### src/hdl/sfa_pkg.sv
// Shared types and constants of the sprite frame animator.
// No dependencies; used by sfa_div and sprite_frame_animator.
package sfa_pkg;

    localparam int MAX_COLUMNS = 16;
    localparam int MAX_ROWS    = 16;

    localparam int DELAY_W = 16;
    localparam int CNT_W   = 5;
    localparam int PIX_W   = 12;
    localparam int POS_W   = 16;
    localparam int FRAME_W = 8;
    localparam int MS_W    = 16;
    localparam int ACC_W   = 32;
    localparam int ACT_W   = 2;

    localparam int COL_W  = $clog2(MAX_COLUMNS + 1);
    localparam int ROW_W  = $clog2(MAX_ROWS + 1);
    localparam int PROD_W = DELAY_W + COL_W;
    localparam int CYC_W  = DELAY_W + COL_W + ROW_W;

    localparam int DIV_W  = ACC_W;
    localparam int STEP_W = $clog2(DIV_W + 1);

    localparam int CFG_IDX_W  = 3;
    localparam int CFG_DATA_W = 16;
    localparam int OUT_BITS   = FRAME_W + 2 * POS_W + 2;
    localparam int OUT_DATA_W = ((OUT_BITS + 7) / 8) * 8;

    localparam logic [CFG_IDX_W-1:0] REG_DELAY_MS    = 3'd0;
    localparam logic [CFG_IDX_W-1:0] REG_COLUMNS     = 3'd1;
    localparam logic [CFG_IDX_W-1:0] REG_ROWS        = 3'd2;
    localparam logic [CFG_IDX_W-1:0] REG_LOOP        = 3'd3;
    localparam logic [CFG_IDX_W-1:0] REG_ORIGIN_X    = 3'd4;
    localparam logic [CFG_IDX_W-1:0] REG_ORIGIN_Y    = 3'd5;
    localparam logic [CFG_IDX_W-1:0] REG_CELL_W      = 3'd6;
    localparam logic [CFG_IDX_W-1:0] REG_CELL_H      = 3'd7;

    localparam logic [ACT_W-1:0] ACT_TICK    = 2'd0;
    localparam logic [ACT_W-1:0] ACT_RESTART = 2'd1;
    localparam logic [ACT_W-1:0] ACT_FINISH  = 2'd2;

    typedef struct packed {
        logic              go;
        logic [STEP_W-1:0] steps;
        logic [DIV_W-1:0]  dividend;
        logic [DIV_W-1:0]  divisor;
    } t_div_ctl;

    typedef struct packed {
        logic busy;
        logic done;
    } t_div_sts;

endpackage

### src/hdl/sfa_div.sv
// Bit-serial restoring divider, one quotient bit per cycle.
// Depends on sfa_pkg; the dividend comes left-aligned to the step count.
module sfa_div import sfa_pkg::*; (
    input  logic             i_clk,
    input  logic             i_rst_n,
    input  t_div_ctl         i_ctl,
    output t_div_sts         o_sts,
    output logic [DIV_W-1:0] o_quot,
    output logic [DIV_W-1:0] o_rem
);

    logic [DIV_W:0]    r_rem;
    logic [DIV_W-1:0]  r_dvd;
    logic [DIV_W-1:0]  r_dvs;
    logic [STEP_W-1:0] r_cnt;
    logic              r_busy;
    logic              r_done;

    logic [DIV_W:0] rem_sh;
    logic [DIV_W:0] rem_diff;
    logic           fits;

    assign rem_sh   = {r_rem[DIV_W-1:0], r_dvd[DIV_W-1]};
    assign fits     = rem_sh >= {1'b0, r_dvs};
    assign rem_diff = rem_sh - {1'b0, r_dvs};

    always_ff @(posedge i_clk) begin
        if (!i_rst_n) begin
            r_busy <= 1'b0;
            r_done <= 1'b0;
            r_cnt  <= '0;
        end else begin
            r_done <= 1'b0;
            if (i_ctl.go) begin
                r_rem  <= '0;
                r_dvd  <= i_ctl.dividend;
                r_dvs  <= i_ctl.divisor;
                r_cnt  <= i_ctl.steps;
                r_busy <= 1'b1;
            end else if (r_busy) begin
                r_rem <= fits ? rem_diff : rem_sh;
                r_dvd <= {r_dvd[DIV_W-2:0], fits};
                r_cnt <= r_cnt - 1'b1;
                if (r_cnt == STEP_W'(1)) begin
                    r_busy <= 1'b0;
                    r_done <= 1'b1;
                end
            end
        end
    end

    assign o_sts.busy = r_busy;
    assign o_sts.done = r_done;
    assign o_quot     = r_dvd;
    assign o_rem      = r_rem[DIV_W-1:0];

endmodule

### src/hdl/sprite_frame_animator.sv
// Top level of the sprite frame animator: config registers, sequencer, output stage.
// Depends on sfa_pkg and the serial divider sfa_div.
//
// Each transaction on the input stream is one command (tick, restart, force finished)
// and yields exactly one result with the frame index, its sheet corner and the
// finished and wrapped flags. The block works on one item at a time; s_axis_tready
// is high only between items. A restart, a force finished, an unused code or a tick
// while finished goes straight to the column and row split; a tick that ends a
// non-looping animation first compares the sum with the cycle length, a tick that
// does not wrap also divides by the frame delay, and a tick that wraps first takes
// the modulo by the cycle length. Each item uses the one shared bit-serial divider,
// which gives one quotient bit per cycle: 32 steps for the modulo by the cycle length,
// 32 for the division by the frame delay, and 8 for splitting the frame into column
// and row. A result that has not left the output register holds the next result back.
// A finished result waits in the output register while the next item is taken.
// Config writes are taken at any time but belong between items.
module sprite_frame_animator import sfa_pkg::*; (
    input  logic                  i_clk,
    input  logic                  i_rst_n,
    input  logic                  i_cfg_wr_en,
    input  logic [CFG_IDX_W-1:0]  i_cfg_index,
    input  logic [CFG_DATA_W-1:0] i_cfg_data,
    input  logic                  s_axis_tvalid,
    output logic                  s_axis_tready,
    input  logic [MS_W-1:0]       s_axis_tdata,  // [15:0] elapsed_ms
    input  logic [ACT_W-1:0]      s_axis_tuser,  // [1:0] action
    output logic                  m_axis_tvalid,
    input  logic                  m_axis_tready,
    // [7:0] frame_index, [23:8] source_x, [39:24] source_y,
    // [40] is_finished, [41] wrapped_this_step, [47:42] zero
    output logic [OUT_DATA_W-1:0] m_axis_tdata
);

    localparam logic [3:0] S_IDLE  = 4'd0;
    localparam logic [3:0] S_CYC   = 4'd1;
    localparam logic [3:0] S_CMP   = 4'd2;
    localparam logic [3:0] S_MOD   = 4'd3;
    localparam logic [3:0] S_FRM   = 4'd4;
    localparam logic [3:0] S_COLGO = 4'd5;
    localparam logic [3:0] S_COL   = 4'd6;
    localparam logic [3:0] S_MUL   = 4'd7;
    localparam logic [3:0] S_ADD   = 4'd8;

    logic [DELAY_W-1:0] r_delay;
    logic [CNT_W-1:0]   r_cols;
    logic [CNT_W-1:0]   r_rows;
    logic               r_loop;
    logic [PIX_W-1:0]   r_org_x;
    logic [PIX_W-1:0]   r_org_y;
    logic [PIX_W-1:0]   r_cell_w;
    logic [PIX_W-1:0]   r_cell_h;

    logic [3:0]            r_state, n_state;
    logic [ACC_W-1:0]      r_acc, n_acc;
    logic [ACC_W-1:0]      r_sum, n_sum;
    logic [FRAME_W-1:0]    r_frame, n_frame;
    logic                  r_fin, n_fin;
    logic                  r_wr, n_wr;
    logic [PROD_W-1:0]     r_prod, n_prod;
    logic [CYC_W-1:0]      r_cycle, n_cycle;
    logic [COL_W-1:0]      r_col, n_col;
    logic [FRAME_W-1:0]    r_row, n_row;
    logic [POS_W-1:0]      r_px, n_px;
    logic [POS_W-1:0]      r_py, n_py;
    t_div_ctl              r_div, n_div;
    logic                  r_out_valid, n_out_valid;
    logic [OUT_DATA_W-1:0] r_out_data, n_out_data;

    logic [DELAY_W-1:0]       delay_eff;
    logic [COL_W-1:0]         cols_eff;
    logic [ROW_W-1:0]         rows_eff;
    logic [PROD_W-1:0]        prod_full;
    logic [CYC_W-1:0]         cyc_full;
    logic [PIX_W+COL_W-1:0]   px_full;
    logic [PIX_W+FRAME_W-1:0] py_full;
    logic [POS_W-1:0]         pos_x;
    logic [POS_W-1:0]         pos_y;
    logic                     in_take;
    logic                     out_free;
    t_div_sts                 div_sts;
    logic [DIV_W-1:0]         div_quot;
    logic [DIV_W-1:0]         div_rem;

    sfa_div u_div (
        .i_clk   (i_clk),
        .i_rst_n (i_rst_n),
        .i_ctl   (r_div),
        .o_sts   (div_sts),
        .o_quot  (div_quot),
        .o_rem   (div_rem)
    );

    assign delay_eff = (r_delay == '0) ? DELAY_W'(1) : r_delay;
    assign cols_eff  = (r_cols == '0) ? COL_W'(1) :
                       (32'(r_cols) > MAX_COLUMNS) ? COL_W'(MAX_COLUMNS) : COL_W'(r_cols);
    assign rows_eff  = (r_rows == '0) ? ROW_W'(1) :
                       (32'(r_rows) > MAX_ROWS) ? ROW_W'(MAX_ROWS) : ROW_W'(r_rows);

    assign prod_full = delay_eff * cols_eff;
    assign cyc_full  = r_prod * rows_eff;
    assign px_full   = r_cell_w * r_col;
    assign py_full   = r_cell_h * r_row;
    assign pos_x     = POS_W'(r_org_x) + r_px;
    assign pos_y     = POS_W'(r_org_y) + r_py;

    assign s_axis_tready = (r_state == S_IDLE);
    assign in_take       = s_axis_tvalid && s_axis_tready;
    assign out_free      = !r_out_valid || m_axis_tready;

    always_ff @(posedge i_clk) begin
        if (!i_rst_n) begin
            r_delay  <= DELAY_W'(100);
            r_cols   <= CNT_W'(1);
            r_rows   <= CNT_W'(1);
            r_loop   <= 1'b1;
            r_org_x  <= '0;
            r_org_y  <= '0;
            r_cell_w <= PIX_W'(32);
            r_cell_h <= PIX_W'(32);
        end else if (i_cfg_wr_en) begin
            case (i_cfg_index)
                REG_DELAY_MS:    r_delay  <= i_cfg_data[DELAY_W-1:0];
                REG_COLUMNS:     r_cols   <= i_cfg_data[CNT_W-1:0];
                REG_ROWS:        r_rows   <= i_cfg_data[CNT_W-1:0];
                REG_LOOP:        r_loop   <= i_cfg_data[0];
                REG_ORIGIN_X:    r_org_x  <= i_cfg_data[PIX_W-1:0];
                REG_ORIGIN_Y:    r_org_y  <= i_cfg_data[PIX_W-1:0];
                REG_CELL_W:      r_cell_w <= i_cfg_data[PIX_W-1:0];
                REG_CELL_H:      r_cell_h <= i_cfg_data[PIX_W-1:0];
                default: ;
            endcase
        end
    end

    always_comb begin
        n_state     = r_state;
        n_acc       = r_acc;
        n_sum       = r_sum;
        n_frame     = r_frame;
        n_fin       = r_fin;
        n_wr        = r_wr;
        n_prod      = r_prod;
        n_cycle     = r_cycle;
        n_col       = r_col;
        n_row       = r_row;
        n_px        = r_px;
        n_py        = r_py;
        n_div       = r_div;
        n_div.go    = 1'b0;
        n_out_valid = r_out_valid && !m_axis_tready;
        n_out_data  = r_out_data;
        case (r_state)
            S_IDLE: begin
                if (in_take) begin
                    n_sum  = r_acc + ACC_W'(s_axis_tdata);
                    n_prod = prod_full;
                    n_state = S_COLGO;
                    case (s_axis_tuser)
                        ACT_TICK: begin
                            if (!r_fin) begin
                                n_state = S_CYC;
                            end
                        end
                        ACT_RESTART: begin
                            n_acc   = '0;
                            n_frame = '0;
                            n_fin   = 1'b0;
                            n_wr    = 1'b0;
                        end
                        ACT_FINISH: n_fin = 1'b1;
                        default: ;
                    endcase
                end
            end
            S_CYC: begin
                n_cycle = cyc_full;
                n_state = S_CMP;
            end
            S_CMP: begin
                n_div.steps = STEP_W'(DIV_W);
                if (r_sum >= ACC_W'(r_cycle)) begin
                    if (r_loop) begin
                        n_wr           = 1'b1;
                        n_div.go       = 1'b1;
                        n_div.dividend = r_sum;
                        n_div.divisor  = DIV_W'(r_cycle);
                        n_state        = S_MOD;
                    end else begin
                        n_fin   = 1'b1;
                        n_acc   = r_sum;
                        n_state = S_COLGO;
                    end
                end else begin
                    n_wr           = 1'b0;
                    n_acc          = r_sum;
                    n_div.go       = 1'b1;
                    n_div.dividend = r_sum;
                    n_div.divisor  = DIV_W'(delay_eff);
                    n_state        = S_FRM;
                end
            end
            S_MOD: begin
                if (div_sts.done) begin
                    n_acc          = div_rem;
                    n_div.go       = 1'b1;
                    n_div.steps    = STEP_W'(DIV_W);
                    n_div.dividend = div_rem;
                    n_div.divisor  = DIV_W'(delay_eff);
                    n_state        = S_FRM;
                end
            end
            S_FRM: begin
                if (div_sts.done) begin
                    n_frame = div_quot[FRAME_W-1:0];
                    n_state = S_COLGO;
                end
            end
            S_COLGO: begin
                n_div.go       = 1'b1;
                n_div.steps    = STEP_W'(FRAME_W);
                n_div.dividend = {r_frame, {(DIV_W-FRAME_W){1'b0}}};
                n_div.divisor  = DIV_W'(cols_eff);
                n_state        = S_COL;
            end
            S_COL: begin
                if (div_sts.done) begin
                    n_col   = div_rem[COL_W-1:0];
                    n_row   = div_quot[FRAME_W-1:0];
                    n_state = S_MUL;
                end
            end
            S_MUL: begin
                n_px    = px_full[POS_W-1:0];
                n_py    = py_full[POS_W-1:0];
                n_state = S_ADD;
            end
            S_ADD: begin
                if (out_free) begin
                    n_out_valid = 1'b1;
                    n_out_data  = OUT_DATA_W'({r_wr, r_fin, pos_y, pos_x, r_frame});
                    n_state     = S_IDLE;
                end
            end
            default: n_state = S_IDLE;
        endcase
    end

    always_ff @(posedge i_clk) begin
        if (!i_rst_n) begin
            r_state     <= S_IDLE;
            r_acc       <= '0;
            r_frame     <= '0;
            r_fin       <= 1'b0;
            r_wr        <= 1'b0;
            r_div       <= '0;
            r_out_valid <= 1'b0;
        end else begin
            r_state     <= n_state;
            r_acc       <= n_acc;
            r_frame     <= n_frame;
            r_fin       <= n_fin;
            r_wr        <= n_wr;
            r_div       <= n_div;
            r_out_valid <= n_out_valid;
        end
    end

    always_ff @(posedge i_clk) begin
        r_sum          <= n_sum;
        r_prod         <= n_prod;
        r_cycle        <= n_cycle;
        r_col          <= n_col;
        r_row          <= n_row;
        r_px           <= n_px;
        r_py           <= n_py;
        r_out_data     <= n_out_data;
    end

    assign m_axis_tvalid = r_out_valid;
    assign m_axis_tdata  = r_out_data;

    a_hold_when_finished: assert property (@(posedge i_clk) disable iff (!i_rst_n)
        (in_take && r_fin && s_axis_tuser == ACT_TICK) |=> $stable(r_acc))
        else $error("accumulator moved on a tick while finished");

    a_acc_in_cycle: assert property (@(posedge i_clk) disable iff (!i_rst_n)
        (r_state == S_FRM) |-> (r_acc < ACC_W'(r_cycle)))
        else $error("accumulator not reduced below the cycle length");

    a_div_idle_on_go: assert property (@(posedge i_clk) disable iff (!i_rst_n)
        r_div.go |-> !div_sts.busy)
        else $error("divider started while busy");

endmodule
### config.mk
export PLATFORM = sky130hd
export DESIGN_NAME = sprite_frame_animator
export DESIGN_NICKNAME = d
export VERILOG_FILES = /design/src/hdl/sfa_pkg.sv /design/src/hdl/sfa_div.sv /design/src/hdl/sprite_frame_animator.sv
export SDC_FILE = /design/constraint.sdc
export NUM_CORES = 1
export LEC_CHECK = 0
export BUFFER_PORTS_ARGS = -buffer_cell sky130_fd_sc_hd__buf_2
export CAP_MARGIN = 40
export CORE_MARGIN = 2
export CORE_UTILIZATION = 50
export DETAILED_ROUTE_END_ITERATION = 10
export PLACE_DENSITY = 0.74
export SYNTH_ARGS = -nofsm -noshare
export SYNTH_HDL_FRONTEND = slang
export SYNTH_SLANG_ARGS = --single-unit
### constraint.sdc
create_clock -name i_clk -period 7.5 [get_ports i_clk]
set_input_delay 1.125 -clock i_clk [delete_from_list [all_inputs] [get_ports i_clk]]
set_output_delay 1.125 -clock i_clk [all_outputs]
set_load 0.01 [all_outputs]
# Yosys cells after proc, flatten, opt, wreduce, memory -nomap -nowiden
# Index checks and enable logic that the tools add are counted.
# Widths: inputs -> output; s select.
# op_classes
bitwise_logic	2
n_mul	4
magnitude_cmp	4
eq_ne	29
muxes	53
addsub	5
reduce_logical	37
# ops
operator	count
$mux 32	9
$pmux 71 s3	1
$mux 64	2
$pmux 32 s3	1
$mux 71	1
$pmux 4 s9	1
$ge 33x32->1	1
$add 12x16->16	2
$add 32x16->32	1
$ge 32x26->1	1
$sub 32x32->32	1
$reduce_and 2->1	14
$mul 21x5->26	1
$mux 4	6
$mux 8	3
$mul 16x5->21	1
$mux 5	4
$eq 4x3->1 const B	4
$logic_not 16->1	1
$mul 12x5->16	1
$mul 12x8->16	1
$mux 16	1
$pmux 8 s2	1
$mux 1	15
other kinds (32)	60
# totals
reg_bits	463
inputBits	42
word_cells	166
output_inout_bits	50

# Longest topological paths before layout
# depth
word_depth	4
ltp_mapped	19
mapped_depth_nobuf	18

# Cells and area by module
# A second synthesis with hierarchy kept.
# hier_totals
hier_cells	3328
hier_area_um2	31720.4
# by_module_without_submodules
module	instances	cells_each	seq_area_each_um2	area_per_inst_um2
sprite_frame_animator	1	2761	8648.3	25587.0
sfa_div	1	567	3042.9	6133.4

# Worst setup path before layout
# No wires, ideal clock.
# synth_path
kind	register to register
start	register r_delay[3]
end	register r_prod[19], data pin
path_stages_with_launch	17
path_buffers	0
t_required_ps	7238
slack_ps	2597
synth_period_minus_slack_ps	4903
arrival_time_ps	4641
setup_time_ps	262
path_cell_list	dfxtp_1 nor4_1 a41oi_1 nand2b_1 fa_1 fa_1 fa_1 inv_1 ha_1 nand2_1 o21ai_1 o41a_1 a221o_1 or4_1 a31oi_1 o21ai_1 xor2_1
# synth_between
elab_chain_len	3
# synth_rtl
element	line_no	rtl
from (decl)	sprite_frame_animator.sv:44	logic [DELAY_W-1:0] r_delay;
from (signal assigned)	sprite_frame_animator.sv:122	REG_DELAY_MS: r_delay <= i_cfg_data[DELAY_W-1:0];
$logic_not 16->1	sprite_frame_animator.sv:93	assign delay_eff = (r_delay == '0) ? DELAY_W'(1) : r_delay;
$mux 16 *	sprite_frame_animator.sv:93	
$mul 16x5->21 *	sprite_frame_animator.sv:99	assign prod_full = delay_eff * cols_eff;
via prod_full[19]	sprite_frame_animator.sv:72	logic [PROD_W-1:0] prod_full;
to (signal assigned)	sprite_frame_animator.sv:270	r_prod <= n_prod;
to (decl)	sprite_frame_animator.sv:59	logic [PROD_W-1:0] r_prod, n_prod;
# The timed path passes the listed nets; every way through them passes the cells marked *.
# A chain may end at the register's enable or synchronous reset.

# Worst setup path in the final report
# layout_path
start	register r_cols[4]
end	register r_prod[19], data pin
# layout_between
elab_chain_len	4
elab_cells_between_ends	5
classes_between	mul (1); order compare (1); mux (2); reduce/logical (1)
# layout_rtl
element	line_no	rtl
from (decl)	sprite_frame_animator.sv:45	logic [CNT_W-1:0] r_cols;
from (signal assigned)	sprite_frame_animator.sv:123	REG_COLUMNS: r_cols <= i_cfg_data[CNT_W-1:0];
$gt 5x5->1	sprite_frame_animator.sv:95	(32'(r_cols) > MAX_COLUMNS) ? COL_W'(MAX_COLUMNS) : COL_W'(r_cols);
$mux 5	sprite_frame_animator.sv:95	
$mux 5 *	sprite_frame_animator.sv:94	assign cols_eff = (r_cols == '0) ? COL_W'(1) :
$mul 16x5->21 *	sprite_frame_animator.sv:99	
via prod_full[19]	sprite_frame_animator.sv:72	
# Marks and branches as above.

==> metrics.txt <==
antenna violations before repair 0; met3 Track Usage GR 3.683%; reg2reg end r_prod[19]; violation count after the first detailed-route iteration 1958; largest area contributor in the synthesized netlist sky130_fd_sc_hd__edfxtp_1; maximum number of pins on one net before global-route repair 71; synth cell count leaders sky130_fd_sc_hd__nand2_1 (454), sky130_fd_sc_hd__inv_1 (317), sky130_fd_sc_hd__a21oi_1 (286); CTS Sinks 447; Site Rows 90; Clock Tree Buf Depth 3; Hold Slack 0.4200 ns; critical path endpoint category flip-flop; WP buf/inv 3; worst clock skew 0.03914 ns; CP max stage cell sky130_fd_sc_hd__dfxtp_1; count of flip-flops with a built-in enable after synthesis 256; arrival time at the worst endpoint 5.95 ns; final hold violation count 0; CTS tree built; CP Max Fanout 23; clock edge transition at the registers on the reported setup and hold paths 0.06 ns; number of inserted diodes 0; half-perimeter wire length after detailed placement 55940 um; overall die area 63480 sq um; synth unique cells 80; Worst Path Required 7.85 ns; number of instances in the synthesized netlist 3236; Crit Path Class flip-flop to flip-flop; max-capacitance violation count 0; count of warnings emitted by yosys 0; GR Util met1 32.37%; total negative slack for setup checks 0 ns; Synth top area share 25.01%; Stages on worst setup path 17; launching element type of the critical path flip-flop; CTS H-tree depth 2; reg2reg setup slack 1.90 ns; mean number of vias per cell 5.658; power density of the placed cells 213.7 nW/um^2; Die X 252.0 um; area of the placeable core 60580 sq um; fin. max-slew vios 0; worst ir drop on vdd 0.0001794 V; total clock buffers created by CTS 48; synthesis-to-layout area growth 9.537%; Clock Root Buffer sky130_fd_sc_hd__clkbuf_16; Routability Congestion 0.8673; PnR Total Power 7196 uW; flip-flop cell with the highest count after synthesis sky130_fd_sc_hd__edfxtp_1; Slowest Stage Delay on Critical Path 0.75 ns; top post-synthesis cells by area sky130_fd_sc_hd__edfxtp_1 (25%), sky130_fd_sc_hd__dfxtp_1 (12%), sky130_fd_sc_hd__fa_1 (12%), sky130_fd_sc_hd__ha_1 (8.5%), sky130_fd_sc_hd__nand2_1 (5.5%); final routed wirelength across all metal layers 75630 um; number of storage elements in the synthesis netlist 447; GRT Util Overall 23.99%; Final setup viols 0; average wire per cell in the routed design 18.47 um; netlist area before placement 30740 sq um; crit path launch r_cols[4]; library cell with the highest instance count after synthesis sky130_fd_sc_hd__nand2_1; source-to-sink clock delay at the later pin of the worst-skew pair 0.63 ns; Worst Reg-to-Reg Cells 17; Setup WS post-layout 1.898 ns; starting utilization of the core area 50.74%; via count of the first global-routing pass 22.62k; pre-CTS WS 1.978 ns; busiest layer in global routing met2; largest delay contributor family on the critical path adder cells; worst r2r src r_cols[4]; result of the run complete, no violations; final clock period utilization by the worst path 74.69%; proportion of layout cells with a drive suffix above 1 8.424%; Lkg Pwr 0.01430 uW; RSZ-0062 raised after global routing no; total congestion overflow after global routing 0; DR pass1 iterations 6; Syn Area/Cell 9.499 sq um; fraction of synthesis flops using an asynchronous set or reset pin 0%; met2 layer usage reported by global route 39.77%; wire length of the first global-routing pass 121600 um; Tightest Hold Check Type flip-flop to flip-flop; total via count in the routed design 23.16k; height of the chip 252.0 um; residual DRC count 0; CP endpoint r_prod[19]; shortest period the worst path allows 5.602 ns; Crit path top cell by count sky130_fd_sc_hd__fa_1; CP Cell Sequence nor2b_1 > buf_4 > and2_1 > fa_1 > fa_1 > inv_1 > fa_1 > inv_1 > ha_1 > nand2_1 > o21ai_1 > o41a_1 > a221o_1 > or4_1 > a31oi_1 > o21ai_1 > xor2_1; # port buffers 85; count of nets left with antenna violations after detail routing 0; number of buffers inserted by post-CTS setup repair 0; worst rel slew slack 40.75%; slew at the pin with the worst max-slew slack 0.8887 ns; share of the yosys chip area belonging to registers 37.45%; number of gates given a new drive strength after cts 0; quantity of hold-fixing buffers added after cts 0; fill cell instance count of the final layout 5279; Total Nets Final 3709; Peak Freq 178.5 MHz; I/O pins 92; Util after Layout 55.58%
-- worst reg2reg max path, cell delays in order (launching register included) --
cell,delay [ns]
sky130_fd_sc_hd__dfxtp_1,0.75
sky130_fd_sc_hd__nor2b_1,0.25
sky130_fd_sc_hd__buf_4,0.24
sky130_fd_sc_hd__and2_1,0.18
sky130_fd_sc_hd__fa_1,0.48
sky130_fd_sc_hd__fa_1,0.57
sky130_fd_sc_hd__inv_1,0.06
sky130_fd_sc_hd__fa_1,0.53
sky130_fd_sc_hd__inv_1,0.04
sky130_fd_sc_hd__ha_1,0.34
sky130_fd_sc_hd__nand2_1,0.08
sky130_fd_sc_hd__o21ai_1,0.10
sky130_fd_sc_hd__o41a_1,0.38
sky130_fd_sc_hd__a221o_1,0.34
sky130_fd_sc_hd__or4_1,0.41
sky130_fd_sc_hd__a31oi_1,0.31
sky130_fd_sc_hd__o21ai_1,0.14
sky130_fd_sc_hd__xor2_1,0.15
-- layout make-up --
| cell class | instances | area (sq um) | share of cell area, % |
|---|---|---|---|
| Multi-Input combinational cell | 2331 | 17510 | 51.99 |
| Sequential cell | 447 | 11510 | 34.19 |
| Clock buffer | 64 | 1333 | 3.958 |
| Tap cell | 782 | 978.4 | 2.906 |
| Inverter | 318 | 1196 | 3.552 |
| Clock inverter | 26 | 320.3 | 0.9513 |
| Timing Repair Buffer | 126 | 824.5 | 2.449 |
-- layout by cell type, fill, tap and decap left out, types with 35 or more instances in the layout --
master	count
sky130_fd_sc_hd__mux2_2	42
sky130_fd_sc_hd__ha_1	208
sky130_fd_sc_hd__xnor2_1	107
sky130_fd_sc_hd__nor2_1	148
sky130_fd_sc_hd__buf_2	85
sky130_fd_sc_hd__mux2i_1	35
sky130_fd_sc_hd__nand2_1	454
sky130_fd_sc_hd__a21o_1	38
sky130_fd_sc_hd__xor2_1	36
sky130_fd_sc_hd__a21oi_1	286
sky130_fd_sc_hd__inv_1	317
sky130_fd_sc_hd__fa_1	187
sky130_fd_sc_hd__and2_1	211
sky130_fd_sc_hd__nor3_1	41
sky130_fd_sc_hd__clkbuf_16	49
sky130_fd_sc_hd__buf_4	35
sky130_fd_sc_hd__nand3_1	80
sky130_fd_sc_hd__dfxtp_1	190
sky130_fd_sc_hd__o21ai_0	100
sky130_fd_sc_hd__edfxtp_1	256
-- where the power goes --
group	switching [uW]	internal, uW	total [uW]	leakage (uW)
Sequential	245	2910	3160	0.00390
Combinational	998	564	1560	0.00960
Clock	1040	1440	2470	0.000809
-- metrics by stage --
step,std cells,instance area [sq um]
floorplan,3241,30760
global placement,3992,31840
detailed placement,4004,32020
CTS,4094,33670
global route,4094,33670
finish,4094,33670
-- how the worst min path moves through the flow --
| stage | start | end | slack, ns | cells after the start |
|---|---|---|---|---|
| floorplan | r_div[0] | u_div.r_dvs[0] | 0.40 | 0 |
| global route | r_div[11] | u_div.r_dvs[11] | 0.44 | 0 |
| global placement | r_div[4] | u_div.r_dvs[4] | 0.41 | 0 |
| finish | r_div[4] | u_div.r_dvs[4] | 0.42 | 0 |
| detailed placement | r_div[5] | u_div.r_dvs[5] | 0.41 | 0 |
| CTS | r_div[4] | u_div.r_dvs[4] | 0.42 | 0 |
-- metal layers --
| layer | wire, um | vias up |
|---|---|---|
| met4 | 2101 | 0 |
| met2 | 35920 | 779 |
| met1 | 32460 | 11212 |
| met3 | 5146 | 134 |
| li1 | - | 11039 |
| met5 | 0 | - |
-- flip-flops by register name, summed over array words and instances (netlist names), 5 cells and up --
name	flops
r_div	61
m_axis_tdata	42
r_acc	32
r_sum	32
u_div.o_quot	32
u_div.r_rem	32
r_cycle	26
u_div.r_dvs	26
r_prod	21
r_delay	16
r_px	16
r_py	16
r_cell_h	12
r_cell_w	12
r_org_x	12
r_org_y	12
r_frame	8
r_row	8
u_div.r_cnt	6
r_col	5
r_cols	5
r_rows	5
-- cell families (layout without fill, tap and decap cells) --
group | after synthesis | count (layout) | share of synthesized area (%)
flip-flops | 447 | 447 | 37.45
multiplexers | 77 | 77 | 2.678
adder cells (fa/ha/maj) | 395 | 395 | 20.64
AND/OR/NAND/NOR | 1100 | 1100 | 17.13
XOR/XNOR | 143 | 143 | 4.074
AO/OA/AOI/OAI | 610 | 610 | 12.15
other | 1 | 6 | 0.01220
buffers and inverters | 463 | 534 | 5.861
No activity file was read; power rests on OpenSTA's default activity.
